**config.mk**
```make
export PLATFORM = sky130hd
export DESIGN_NAME = life_generation_stencil
export DESIGN_NICKNAME = d
export VERILOG_FILES = /design/src/hdl/lgs_pkg.sv /design/src/hdl/lgs_cell.sv /design/src/hdl/lgs_res_fifo.sv /design/src/hdl/life_generation_stencil.sv
export SDC_FILE = /design/constraint.sdc
export NUM_CORES = 1
export LEC_CHECK = 0
export ABC_AREA = 1
export BUFFER_PORTS_ARGS = -buffer_cell sky130_fd_sc_hd__buf_2
export CAP_MARGIN = 0
export CORE_UTILIZATION = 50
export DETAILED_ROUTE_END_ITERATION = 10
export GPL_TIMING_DRIVEN = 0
export HOLD_SLACK_MARGIN = 0.1
export MAX_ROUTING_LAYER = met4
export PLACE_DENSITY = 0.67
export RECOVER_POWER = 25
export SYNTH_ARGS = -nofsm -noshare
export SYNTH_HDL_FRONTEND = slang
export SYNTH_SLANG_ARGS = --single-unit
export TNS_END_PERCENT = 5
```
**constraint.sdc**
```tcl
create_clock -name clk -period 3.6 [get_ports clk]
set_clock_uncertainty 0.1 [all_clocks]
set_input_delay 0.72 -clock clk [delete_from_list [all_inputs] [get_ports clk]]
set_output_delay 0.72 -clock clk [all_outputs]
set_load 0.05 [all_outputs]
```
**src/hdl/lgs_pkg.sv**
```systemverilog
// Shared types, constants and the B3/S23 rule for the life generation stencil.
// Used by every module of the block; it depends on nothing else.
package lgs_pkg;

  localparam int unsigned FIFO_DEPTH = 4;
  localparam int unsigned FIFO_AW    = 2;
  localparam int unsigned IDX_W      = 5;

  // One grid column as seen by the stencil: the row above, the middle row and the row below.
  typedef struct packed {
    logic two;
    logic one;
    logic now;
  } column_t;

  typedef struct packed {
    logic             last;
    logic [IDX_W-1:0] col;
    logic [IDX_W-1:0] row;
    logic             alive;
  } result_t;

  function automatic logic [3:0] column_sum(column_t c);
    logic [3:0] s;
    s = 4'(c.two) + 4'(c.one) + 4'(c.now);
    return s;
  endfunction

  // The window count includes the cell itself, so survival means a count of three or four.
  function automatic logic next_state(column_t lft, column_t mid, column_t rgt, logic self);
    logic [3:0] total;
    total = column_sum(lft) + column_sum(mid) + column_sum(rgt);
    return (total == 4'd3) || (self && (total == 4'd4));
  endfunction

endpackage

```
**src/hdl/lgs_cell.sv**
```systemverilog
// One cell of the column chain: holds the three row bits of one grid column.
// Depends on lgs_pkg for the column type.
module lgs_cell (
  input  logic             clk,
  input  logic             rst_n,
  input  logic             clr,
  input  logic             shift,
  input  lgs_pkg::column_t din,
  output lgs_pkg::column_t dout
);
  import lgs_pkg::*;

  column_t col_r;
  column_t col_nxt;

  always_comb begin
    col_nxt = col_r;
    if (clr) begin
      col_nxt = '0;
    end else if (shift) begin
      col_nxt = din;
    end
  end

  always_ff @(posedge clk) begin
    if (!rst_n) begin
      col_r <= '0;
    end else begin
      col_r <= col_nxt;
    end
  end

  assign dout = col_r;

endmodule

```
**src/hdl/lgs_res_fifo.sv**
```systemverilog
// Small result queue that takes up to two results per cycle and hands out one.
// Depends on lgs_pkg for the result type and the queue depth.
module lgs_res_fifo (
  input  logic             clk,
  input  logic             rst_n,
  input  logic             push0,
  input  logic             push1,
  input  lgs_pkg::result_t din0,
  input  lgs_pkg::result_t din1,
  output logic             room,
  output logic             dout_valid,
  input  logic             dout_ready,
  output lgs_pkg::result_t dout
);
  import lgs_pkg::*;

  result_t              mem [FIFO_DEPTH];
  logic [FIFO_AW-1:0]   wr_ptr_r, wr_ptr_nxt;
  logic [FIFO_AW-1:0]   rd_ptr_r, rd_ptr_nxt;
  logic [FIFO_AW:0]     count_r, count_nxt;
  logic                 pop;
  logic [FIFO_AW-1:0]   wr_ptr_p1;

  assign pop        = dout_valid && dout_ready;
  assign dout_valid = (count_r != '0);
  assign dout       = mem[rd_ptr_r];
  assign room       = (count_r < (FIFO_AW+1)'(FIFO_DEPTH - 1));
  assign wr_ptr_p1  = wr_ptr_r + 1'b1;

  always_comb begin
    wr_ptr_nxt = wr_ptr_r + FIFO_AW'(push0) + FIFO_AW'(push1);
    rd_ptr_nxt = rd_ptr_r + FIFO_AW'(pop);
    count_nxt  = count_r + (FIFO_AW+1)'(push0) + (FIFO_AW+1)'(push1) - (FIFO_AW+1)'(pop);
  end

  always_ff @(posedge clk) begin
    if (push0) begin
      mem[wr_ptr_r] <= din0;
    end
    if (push1) begin
      mem[wr_ptr_p1] <= din1;
    end
  end

  always_ff @(posedge clk) begin
    if (!rst_n) begin
      wr_ptr_r <= '0;
      rd_ptr_r <= '0;
      count_r  <= '0;
    end else begin
      wr_ptr_r <= wr_ptr_nxt;
      rd_ptr_r <= rd_ptr_nxt;
      count_r  <= count_nxt;
    end
  end

endmodule

```
**src/hdl/life_generation_stencil.sv**
```systemverilog
// Top level of the life generation stencil: column chain, step control and result queue.
// Depends on lgs_pkg, lgs_cell and lgs_res_fifo.
//
// The block takes one grid cell per cycle in raster order and returns the next B3/S23
// generation in raster order, one row behind the input, with cells outside the grid dead.
// A chain of MAX_SIZE column cells moves one place per accepted cell, so a request is
// taken every cycle while a row streams in and results are taken; the end of a row yields
// two results and the start of the next row none, which the four-entry result queue
// absorbs. After the last cell of a frame the input stalls while the chain runs on with
// one dead cell per grid column to flush the last row; the chain is cleared on the last
// of those steps and the next frame may then start. A write to grid_size (clamped to
// 3..MAX_SIZE) restarts the frame.
module life_generation_stencil #(
  parameter int unsigned MAX_SIZE = 32
) (
  input  logic        clk,
  input  logic        rst_n,
  input  logic        cfg_we,
  input  logic [5:0]  cfg_wdata,    // grid_size
  input  logic        in_tvalid,
  output logic        in_tready,
  input  logic [7:0]  in_tdata,     // [0] cell_alive
  output logic        out_tvalid,
  input  logic        out_tready,
  output logic [15:0] out_tdata,    // [0] next_alive, [5:1] out_row, [10:6] out_col
  output logic        out_tlast     // frame_last
);
  import lgs_pkg::*;

  localparam int unsigned CW       = $clog2(MAX_SIZE);
  localparam int unsigned SIZE_RST = (MAX_SIZE < 32) ? MAX_SIZE : 32;

  column_t          cell_q [MAX_SIZE];
  column_t          head;
  column_t          entry;
  column_t          prev1;
  column_t          prev2;
  logic [CW-1:0]    size_m1_r, size_m1_nxt;
  logic [CW-1:0]    row_r, row_nxt;
  logic [CW-1:0]    col_r, col_nxt;
  logic             flush_r, flush_nxt;
  logic [CW-1:0]    head_idx;
  logic [CW-1:0]    col_m1;
  logic [CW-1:0]    emit_row;
  logic [6:0]       size_req;
  logic [6:0]       size_clamp;
  logic             room;
  logic             step;
  logic             at_row_end;
  logic             at_last_row;
  logic             emit_a;
  logic             emit_b;
  logic             chain_clr;
  logic             in_bit;
  result_t          res_a;
  result_t          res_b;
  result_t          res_out;

  assign head_idx = CW'(MAX_SIZE - 1) - size_m1_r;
  assign head     = cell_q[head_idx];
  assign prev1    = cell_q[MAX_SIZE-1];
  assign prev2    = (col_r >= CW'(2)) ? cell_q[MAX_SIZE-2] : '0;
  assign in_bit   = flush_r ? 1'b0 : in_tdata[0];

  always_comb begin
    entry     = '0;
    entry.two = head.one;
    entry.one = head.now;
    entry.now = in_bit;
  end

  assign in_tready   = room && !flush_r;
  assign step        = room && (flush_r || in_tvalid);
  assign at_row_end  = (col_r == size_m1_r);
  assign at_last_row = (row_r == size_m1_r);
  assign col_m1      = col_r - 1'b1;
  assign emit_row    = flush_r ? row_r : (row_r - 1'b1);

  assign emit_a = step && (flush_r || (row_r != '0)) && (col_r != '0);
  assign emit_b = step && (flush_r || (row_r != '0)) && at_row_end;

  always_comb begin
    res_a       = '0;
    res_a.alive = next_state(prev2, prev1, entry, prev1.one);
    res_a.row   = IDX_W'(emit_row);
    res_a.col   = IDX_W'(col_m1);
    res_a.last  = 1'b0;
    res_b       = '0;
    res_b.alive = next_state(prev1, entry, column_t'('0), entry.one);
    res_b.row   = IDX_W'(emit_row);
    res_b.col   = IDX_W'(size_m1_r);
    res_b.last  = flush_r;
  end

  always_comb begin
    size_req   = {1'b0, cfg_wdata};
    size_clamp = size_req;
    if (size_req < 7'd3) begin
      size_clamp = 7'd3;
    end else if (size_req > 7'(MAX_SIZE)) begin
      size_clamp = 7'(MAX_SIZE);
    end
  end

  always_comb begin
    size_m1_nxt = size_m1_r;
    row_nxt     = row_r;
    col_nxt     = col_r;
    flush_nxt   = flush_r;
    chain_clr   = 1'b0;
    if (cfg_we) begin
      size_m1_nxt = CW'(size_clamp - 7'd1);
      row_nxt     = '0;
      col_nxt     = '0;
      flush_nxt   = 1'b0;
      chain_clr   = 1'b1;
    end else if (step) begin
      if (flush_r) begin
        if (at_row_end) begin
          flush_nxt = 1'b0;
          row_nxt   = '0;
          col_nxt   = '0;
          chain_clr = 1'b1;
        end else begin
          col_nxt = col_r + 1'b1;
        end
      end else if (at_row_end && at_last_row) begin
        flush_nxt = 1'b1;
        col_nxt   = '0;
      end else if (at_row_end) begin
        col_nxt = '0;
        row_nxt = row_r + 1'b1;
      end else begin
        col_nxt = col_r + 1'b1;
      end
    end
  end

  always_ff @(posedge clk) begin
    if (!rst_n) begin
      size_m1_r <= CW'(SIZE_RST - 1);
      row_r     <= '0;
      col_r     <= '0;
      flush_r   <= 1'b0;
    end else begin
      size_m1_r <= size_m1_nxt;
      row_r     <= row_nxt;
      col_r     <= col_nxt;
      flush_r   <= flush_nxt;
    end
  end

  for (genvar k = 0; k < MAX_SIZE; k++) begin : g_chain
    column_t din;
    if (k == MAX_SIZE - 1) begin : g_tail
      assign din = entry;
    end else begin : g_body
      assign din = cell_q[k+1];
    end
    lgs_cell u_cell (
      .clk   (clk),
      .rst_n (rst_n),
      .clr   (chain_clr),
      .shift (step),
      .din   (din),
      .dout  (cell_q[k])
    );
  end

  lgs_res_fifo u_fifo (
    .clk        (clk),
    .rst_n      (rst_n),
    .push0      (emit_a),
    .push1      (emit_b),
    .din0       (res_a),
    .din1       (res_b),
    .room       (room),
    .dout_valid (out_tvalid),
    .dout_ready (out_tready),
    .dout       (res_out)
  );

  assign out_tdata = {5'b0, res_out.col, res_out.row, res_out.alive};
  assign out_tlast = res_out.last;

endmodule
```
* Yosys cells after proc, flatten, opt, wreduce, memory -nomap -nowiden
Memory sizes are Yosys's and may differ from the RTL's. A register that Yosys moved wholly into a read port is not among the register bits.
Cells that the tools add are included.
** Word-level totals
- Bits in registers :: 119
- RAM bits :: 48
- Output and inout bits :: 19
- Memories kept :: 1
** Memories
- u_fifo.mem :: depth 4, width 12, rd ports 1, clocked after Yosys merged registers in 1, write ports 2, RTL line lgs_res_fifo.sv:17 : result_t mem [FIFO_DEPTH];
** Cells by class
- Add/sub/neg operators :: 22
- $lt $le $gt $ge :: 5
- Equal/unequal tests :: 7
- Mux-type cells :: 27
- Bitwise gates (word level) :: 2
- Reductions and logical operators :: 20
** Operators with widths (number)
- two-way mux 5 bit :: 10
- binary-select mux 3 bit (select 5 bit) :: 1
- subtractor 5 x 1 -> 5 bit, second input constant :: 3
- two-way mux 1 bit :: 12
- adder 5 x 1 -> 5 bit, second input constant :: 2
- == test 5 bit :: 2
- nonzero test 5 bit :: 2
- adder 2 x 1 -> 3 bit :: 3
- logical AND 1 bit :: 9
- == test 4 x 2 -> 1 bit, second input constant :: 2
- == test 4 x 3 -> 1 bit, second input constant :: 2
- adder 1 x 1 -> 2 bit :: 3
- adder 2 x 1 -> 2 bit :: 3
- adder 3 x 1 -> 3 bit :: 2
- greater-or-equal comparator 6 bit, second input constant :: 1
- greater-than comparator 6 bit, second input constant :: 1
- less-than comparator 6 x 2 -> 1 bit, second input constant :: 1
- two-way mux 2 bit :: 3
- NOT 5 -> 6 bit :: 1
- greater-or-equal comparator 5 x 2 -> 1 bit, second input constant :: 1
- subtractor 5 bit, first input constant :: 1
- adder 3 x 3 -> 4 bit :: 1
- adder 3 x 4 -> 4 bit :: 1
- adder 4 bit :: 1
- 11 further kinds :: 15

* Logic depth before layout (Yosys ltp)
- Depth in word-level cells :: 11
- Depth in mapped cells :: 25
- Gate-level depth less buffers :: 23

* By module
Synthesis repeated with hierarchy kept, for this count alone.
** Second synthesis, totals
- Cells, all modules :: 1262
- Area, all modules :: 8933.6 µm²
** By module, submodules not included
- lgs_cell :: times used 32, cells an instance 15, area an instance 108.9 µm²
- lgs_res_fifo :: times used 1, cells an instance 407, area an instance 3229.3 µm²
- life_generation_stencil :: times used 1, cells an instance 375, area an instance 2220.9 µm²

* Worst setup path before layout
No wires, ideal clock.
- Path type :: reg2reg
- From :: register size_m1_r[0]
- To :: memory u_fifo.mem[0][0] (netlist name) (data pin)
- Arrival :: 2956 ps
- Slack :: 292 ps
- Cell stages (with the launch flop) :: 23
- Path buffers :: 3
- Cells stage by stage :: dfxtp_1 buf_2 inv_2 buf_6 buf_2 nand2_1 nand3_1 nand3_1 nand2_1 nand2_1 nand3_1 o21ai_1 fa_1 inv_1 fa_1 ha_1 nor2_1 xor2_1 a31o_2 nand2_1 inv_1 nand2_1 nand2_1
** RTL lines
- from (decl) :: RTL line life_generation_stencil.sv:38 : logic [CW-1:0] size_m1_r, size_m1_nxt;
- from (signal assigned) :: RTL line life_generation_stencil.sv:141 : size_m1_r <= CW'(SIZE_RST - 1);
- from (signal assigned) :: RTL line life_generation_stencil.sv:146 : size_m1_r <= size_m1_nxt;
- to (decl) :: RTL line lgs_res_fifo.sv:17

==> run_results.csv <==
group,metric,value,unit
outcome,outcome,"finished clean",
min_path,hold_path_end,"g_chain[30].u_cell.dout[2]",
floorplan,die_height,122,um
logic_synthesis,synth_top_family_by_area,"simple AND/OR/NAND/NOR gates",
cts,root_buffer,"clkbuf_16",
sta,final-setup-viol-count,0,
logic_synthesis,async_reset_ff_share,0,%
power_and_ir_drop,power.share.combinational,27.4,%
critical_path,crit_required,3.68,ns
logic_synthesis,synthXorXnorAreaFrac,1.80,%
power_and_ir_drop,leakagePower,3.20,nW
routing,detail_route.drc_violations,0,
sta,worstMarginPinSlew,0.695,ns
routing,drt_pre_antenna_iters,6,
global_routing,first_global_vias,5516,
cts,cts-buffers-inserted,17,
logic_synthesis,synth_enable_flop_cells,48,
placed_design,post-place-ws,-0.417,ns
cells_and_area,fillers,1302,
sta,post-route-worst-setup-slack,0.128,ns
sta,max_slew_headroom_at_the_worst_pin,53.7,%
floorplan,rows,43,
power_and_ir_drop,power.share.switching,35.8,%
logic_synthesis,synth-compound-area-share,14.9,%
cells_and_area,flow.area_growth_from_synthesis,15.3,%
logic_synthesis,synth_area,0.00722,mm2
routing,detail_route.wl_per_cell,16.4,um
min_path,worst_hold_path_type,"reg2reg",
cells_and_area,num-nets-final,981,
sta,final-max-slew-violation-count,0,
global_routing,grt_start_max_net_pins,17,
routing,route.antenna.remaining_nets,0,
cts,clk_path_buf_depth,2,
global_routing,grt_first_pass_wirelength,29.3,mm
floorplan,ioPinCount,38,
cells_and_area,multi_input_area,0.00344,mm2
cts,htree_num_levels,4,
placed_design,hpwl_dp,12.4,mm
logic_synthesis,post_synth.cell_area_avg,8.14,um2
placed_design,globalplace.congestion,0.891,
logic_synthesis,ys_dominant_reg_cell,"dfxtp_1",
logic_synthesis,synth_seq_area_share,44.7,%
routing,routed-via-count,6045,
cts,cts_tree,"yes",
min_path,min_from,"g_chain[30].u_cell.dout[2]",
power_and_ir_drop,totalPowerFinal,4.76,mW
cts,cts.clk_slew.worst_paths,0.06,ns
power_and_ir_drop,power.clock.fraction,36.8,%
floorplan,die_area,0.0149,mm2
power_and_ir_drop,power_per_cell_area,571,mW/mm2
floorplan,floorplan.initialDensity,51.6,%
logic_synthesis,ys_ff_latch,137,
logic_synthesis,yosys_warnings,0,
power_and_ir_drop,peak_vdd_ir,0.316,mV
critical_path,r2r.worst_path.cells,17,
critical_path,setup_slack_on_the_worst_flop_to_flop_path,0.13,ns
critical_path,crit-reg2reg-launch,"size_m1_r[2]",
power_and_ir_drop,netSwitchingPower,1.70,mW
floorplan,fp.dieW,122,um
critical_path,worst_setup_path_end_kind,"flip-flop",
placed_design,buffer_ports.inserted,25,
logic_synthesis,synth_fa_ha_area_share,4.65,%
sta,timing.fmax,288,MHz
critical_path,critical_path_maximum_fanout,10,
routing,first_iter_violations,553,
floorplan,core-area,0.0140,mm2
critical_path,r2r-end,"u_fifo.mem[1][0]",
critical_path,worstSetupPathType,"reg2reg",
global_routing,initial_antenna_violation_count,0,
cells_and_area,num_antenna_cells,0,
power_and_ir_drop,power.share.sequential,35.7,%
sta,share_of_the_clock_period_used_by_the_worst_path_after_layout,96.4,%
critical_path,worstSetupStartpointType,"flip-flop",
cells_and_area,layout.area.seq,0.00323,mm2
cts,clock_sinks,137,
logic_synthesis,synthDistinctLibCells,48,
sta,final-hold-violation-count,0,
power_and_ir_drop,p_int,3.05,mW
logic_synthesis,muxShareOfSynthArea,0,%
logic_synthesis,synth-simple-area-share,25.7,%
sta,final.min_clock_period,3.47,ns
critical_path,startpoint,"size_m1_r[2]",
global_routing,track_usage,27.3,%
routing,routed_wirelength,18.6,mm
logic_synthesis,netlist_instances,887,
min_path,whs_path_depth,2,
job,drv_cap,0,
cts,clock_latency,0.43,ns
global_routing,globalRouteOverflowTotal,0,
routing,vias_per_cell,5.34,
critical_path,worst-endpoint-arrival,3.56,ns
cells_and_area,final_layout_size_suffix_gt1_share,19.9,%
power by group through the flow:
stage / Clock (mW) / Sequential, mW / Combinational, mW
after CTS: 1.77 / 1.70 / 1.28
after floorplan: 0 / 1.71 / 0.957
after global routing: 1.83 / 1.70 / 1.44
after global placement: 0 / 1.73 / 1.25
after detailed placement: 0 / 1.73 / 1.26
final: 1.75 / 1.70 / 1.30
how the worst max path moves through the flow:
| stage | end | slack [ns] | cells after the start |
|---|---|---|---|
| after detailed placement | u_fifo.mem[1][0] | -0.42 | 18 |
| after CTS | u_fifo.mem[1][0] | 0.02 | 16 |
| after global placement | u_fifo.mem[1][0] | -0.40 | 18 |
| after global routing | u_fifo.mem[3][0] | -0.01 | 21 |
| after floorplan | u_fifo.mem[0][0] | 0.29 | 22 |
| final | u_fifo.mem[1][0] | 0.13 | 17 |
metrics by stage:
stage,area [um2],TNS [ns],hold WS (ns),util (%),instances
after floorplan,7230,0,0.348,-,891
after global placement,7580,-4.61,0.358,54.2,1096
after detailed placement,7590,-1.66,0.358,54.3,1097
after CTS,8250,0,0.369,59.0,1129
after global routing,8320,-0.0184,0.386,59.5,1133
final,8320,0,0.370,59.5,1133
area by class of cell:
cell class,count,area share [%]
Tap cell,180,2.71
Clock inverter,14,1.95
Timing Repair Buffer,31,2.24
Sequential cell,137,38.8
Inverter,69,3.22
Multi-Input combinational cell,634,41.4
Buffer,50,4.56
Clock buffer,18,5.16
metal layers:
metal / global-route usage (%) / routed length (um)
met5: - / 0
met4: 11.5 / 580
met3: 4.82 / 892
met2: 43.9 / 8960
met1: 33.7 / 8180
kinds of logic (layout without fill, tap and decap cells):
group | after synthesis | in the layout
AND/OR/NAND/NOR | 433 | 433
AO/OA/AOI/OAI | 160 | 160
flip-flops | 137 | 137
buffers and inverters | 120 | 182
adder cells (fa/ha/maj) | 22 | 22
XOR/XNOR | 14 | 14
other | 1 | 5
cell usage after synthesis, types with 2 or more instances:
master	instances	area share, %
nand3_1	65	4.5
nand4_1	3	0.26
nand2_1	283	15
dfxtp_1	89	25
buf_2	11	0.76
a21oi_2	50	6.1
ha_1	14	2.4
inv_2	7	0.36
nor2_8	3	0.83
fa_1	8	2.2
buf_4	7	0.73
inv_1	60	3.1
a22oi_1	3	0.31
o22ai_1	14	1.2
clkbuf_1	20	1.0
a21oi_1	27	1.9
nor2_1	59	3.1
xnor2_1	3	0.36
nor2_2	2	0.17
xor2_1	10	1.2
o21ai_2	3	0.36
buf_6	13	2.0
o21ai_0	37	2.6
o21ai_1	17	1.2
edfxtp_1	48	20
nor2_4	2	0.31
nand2_2	7	0.61
nor3_1	2	0.14
repair_timing:
item / CTS / global route
pin swaps: 2 / 11
cloned: 0 / 1
hold buffers: 0 / 0
setup buffers: 1 / 3
endpoints found under the setup margin: 4 / 4
resized for setup: 20 / 26
cells in the final DEF, fill, tap and decap left out, drive strengths merged, types with 3 or more instances in the layout:
| cell type | n |
|---|---|
| conb | 5 |
| a21oi | 78 |
| nand3 | 66 |
| edfxtp | 48 |
| o22ai | 14 |
| nor2 | 66 |
| dfxtp | 89 |
| o21ai | 57 |
| nand4 | 4 |
| ha | 14 |
| buf | 56 |
| fa | 8 |
| nand2 | 291 |
| xnor2 | 4 |
| clkinv | 5 |
| inv | 74 |
| clkbuf | 43 |
| xor2 | 10 |
| a22oi | 3 |
| nor3 | 3 |
registers in the layout, summed over array words and instances (netlist names):
| name | flops |
|---|---|
| flush_r | 1 |
| g_chain.u_cell.dout | 66 |
| size_m1_r | 5 |
| row_r | 5 |
| u_fifo.count_r | 3 |
| u_fifo.wr_ptr_r | 2 |
| col_r | 5 |
| u_fifo.mem | 48 |
| u_fifo.rd_ptr_r | 2 |
worst max-delay path: stages, from the launching register on:
cell and delay, ns:
dfxtp_1 0.35, inv_1 0.21, clkbuf_4 0.32, nand3_1 0.11
nand3_1 0.10, nand3_2 0.09, nand2_2 0.12, inv_1 0.06
fa_2 0.53, inv_2 0.05, fa_2 0.35, ha_1 0.31
nor2_1 0.05, a31o_2 0.24, nand2_2 0.07, inv_2 0.06
nand2_1 0.06, nand2_1 0.05
Note: power is estimated with default switching activity, not from simulation.
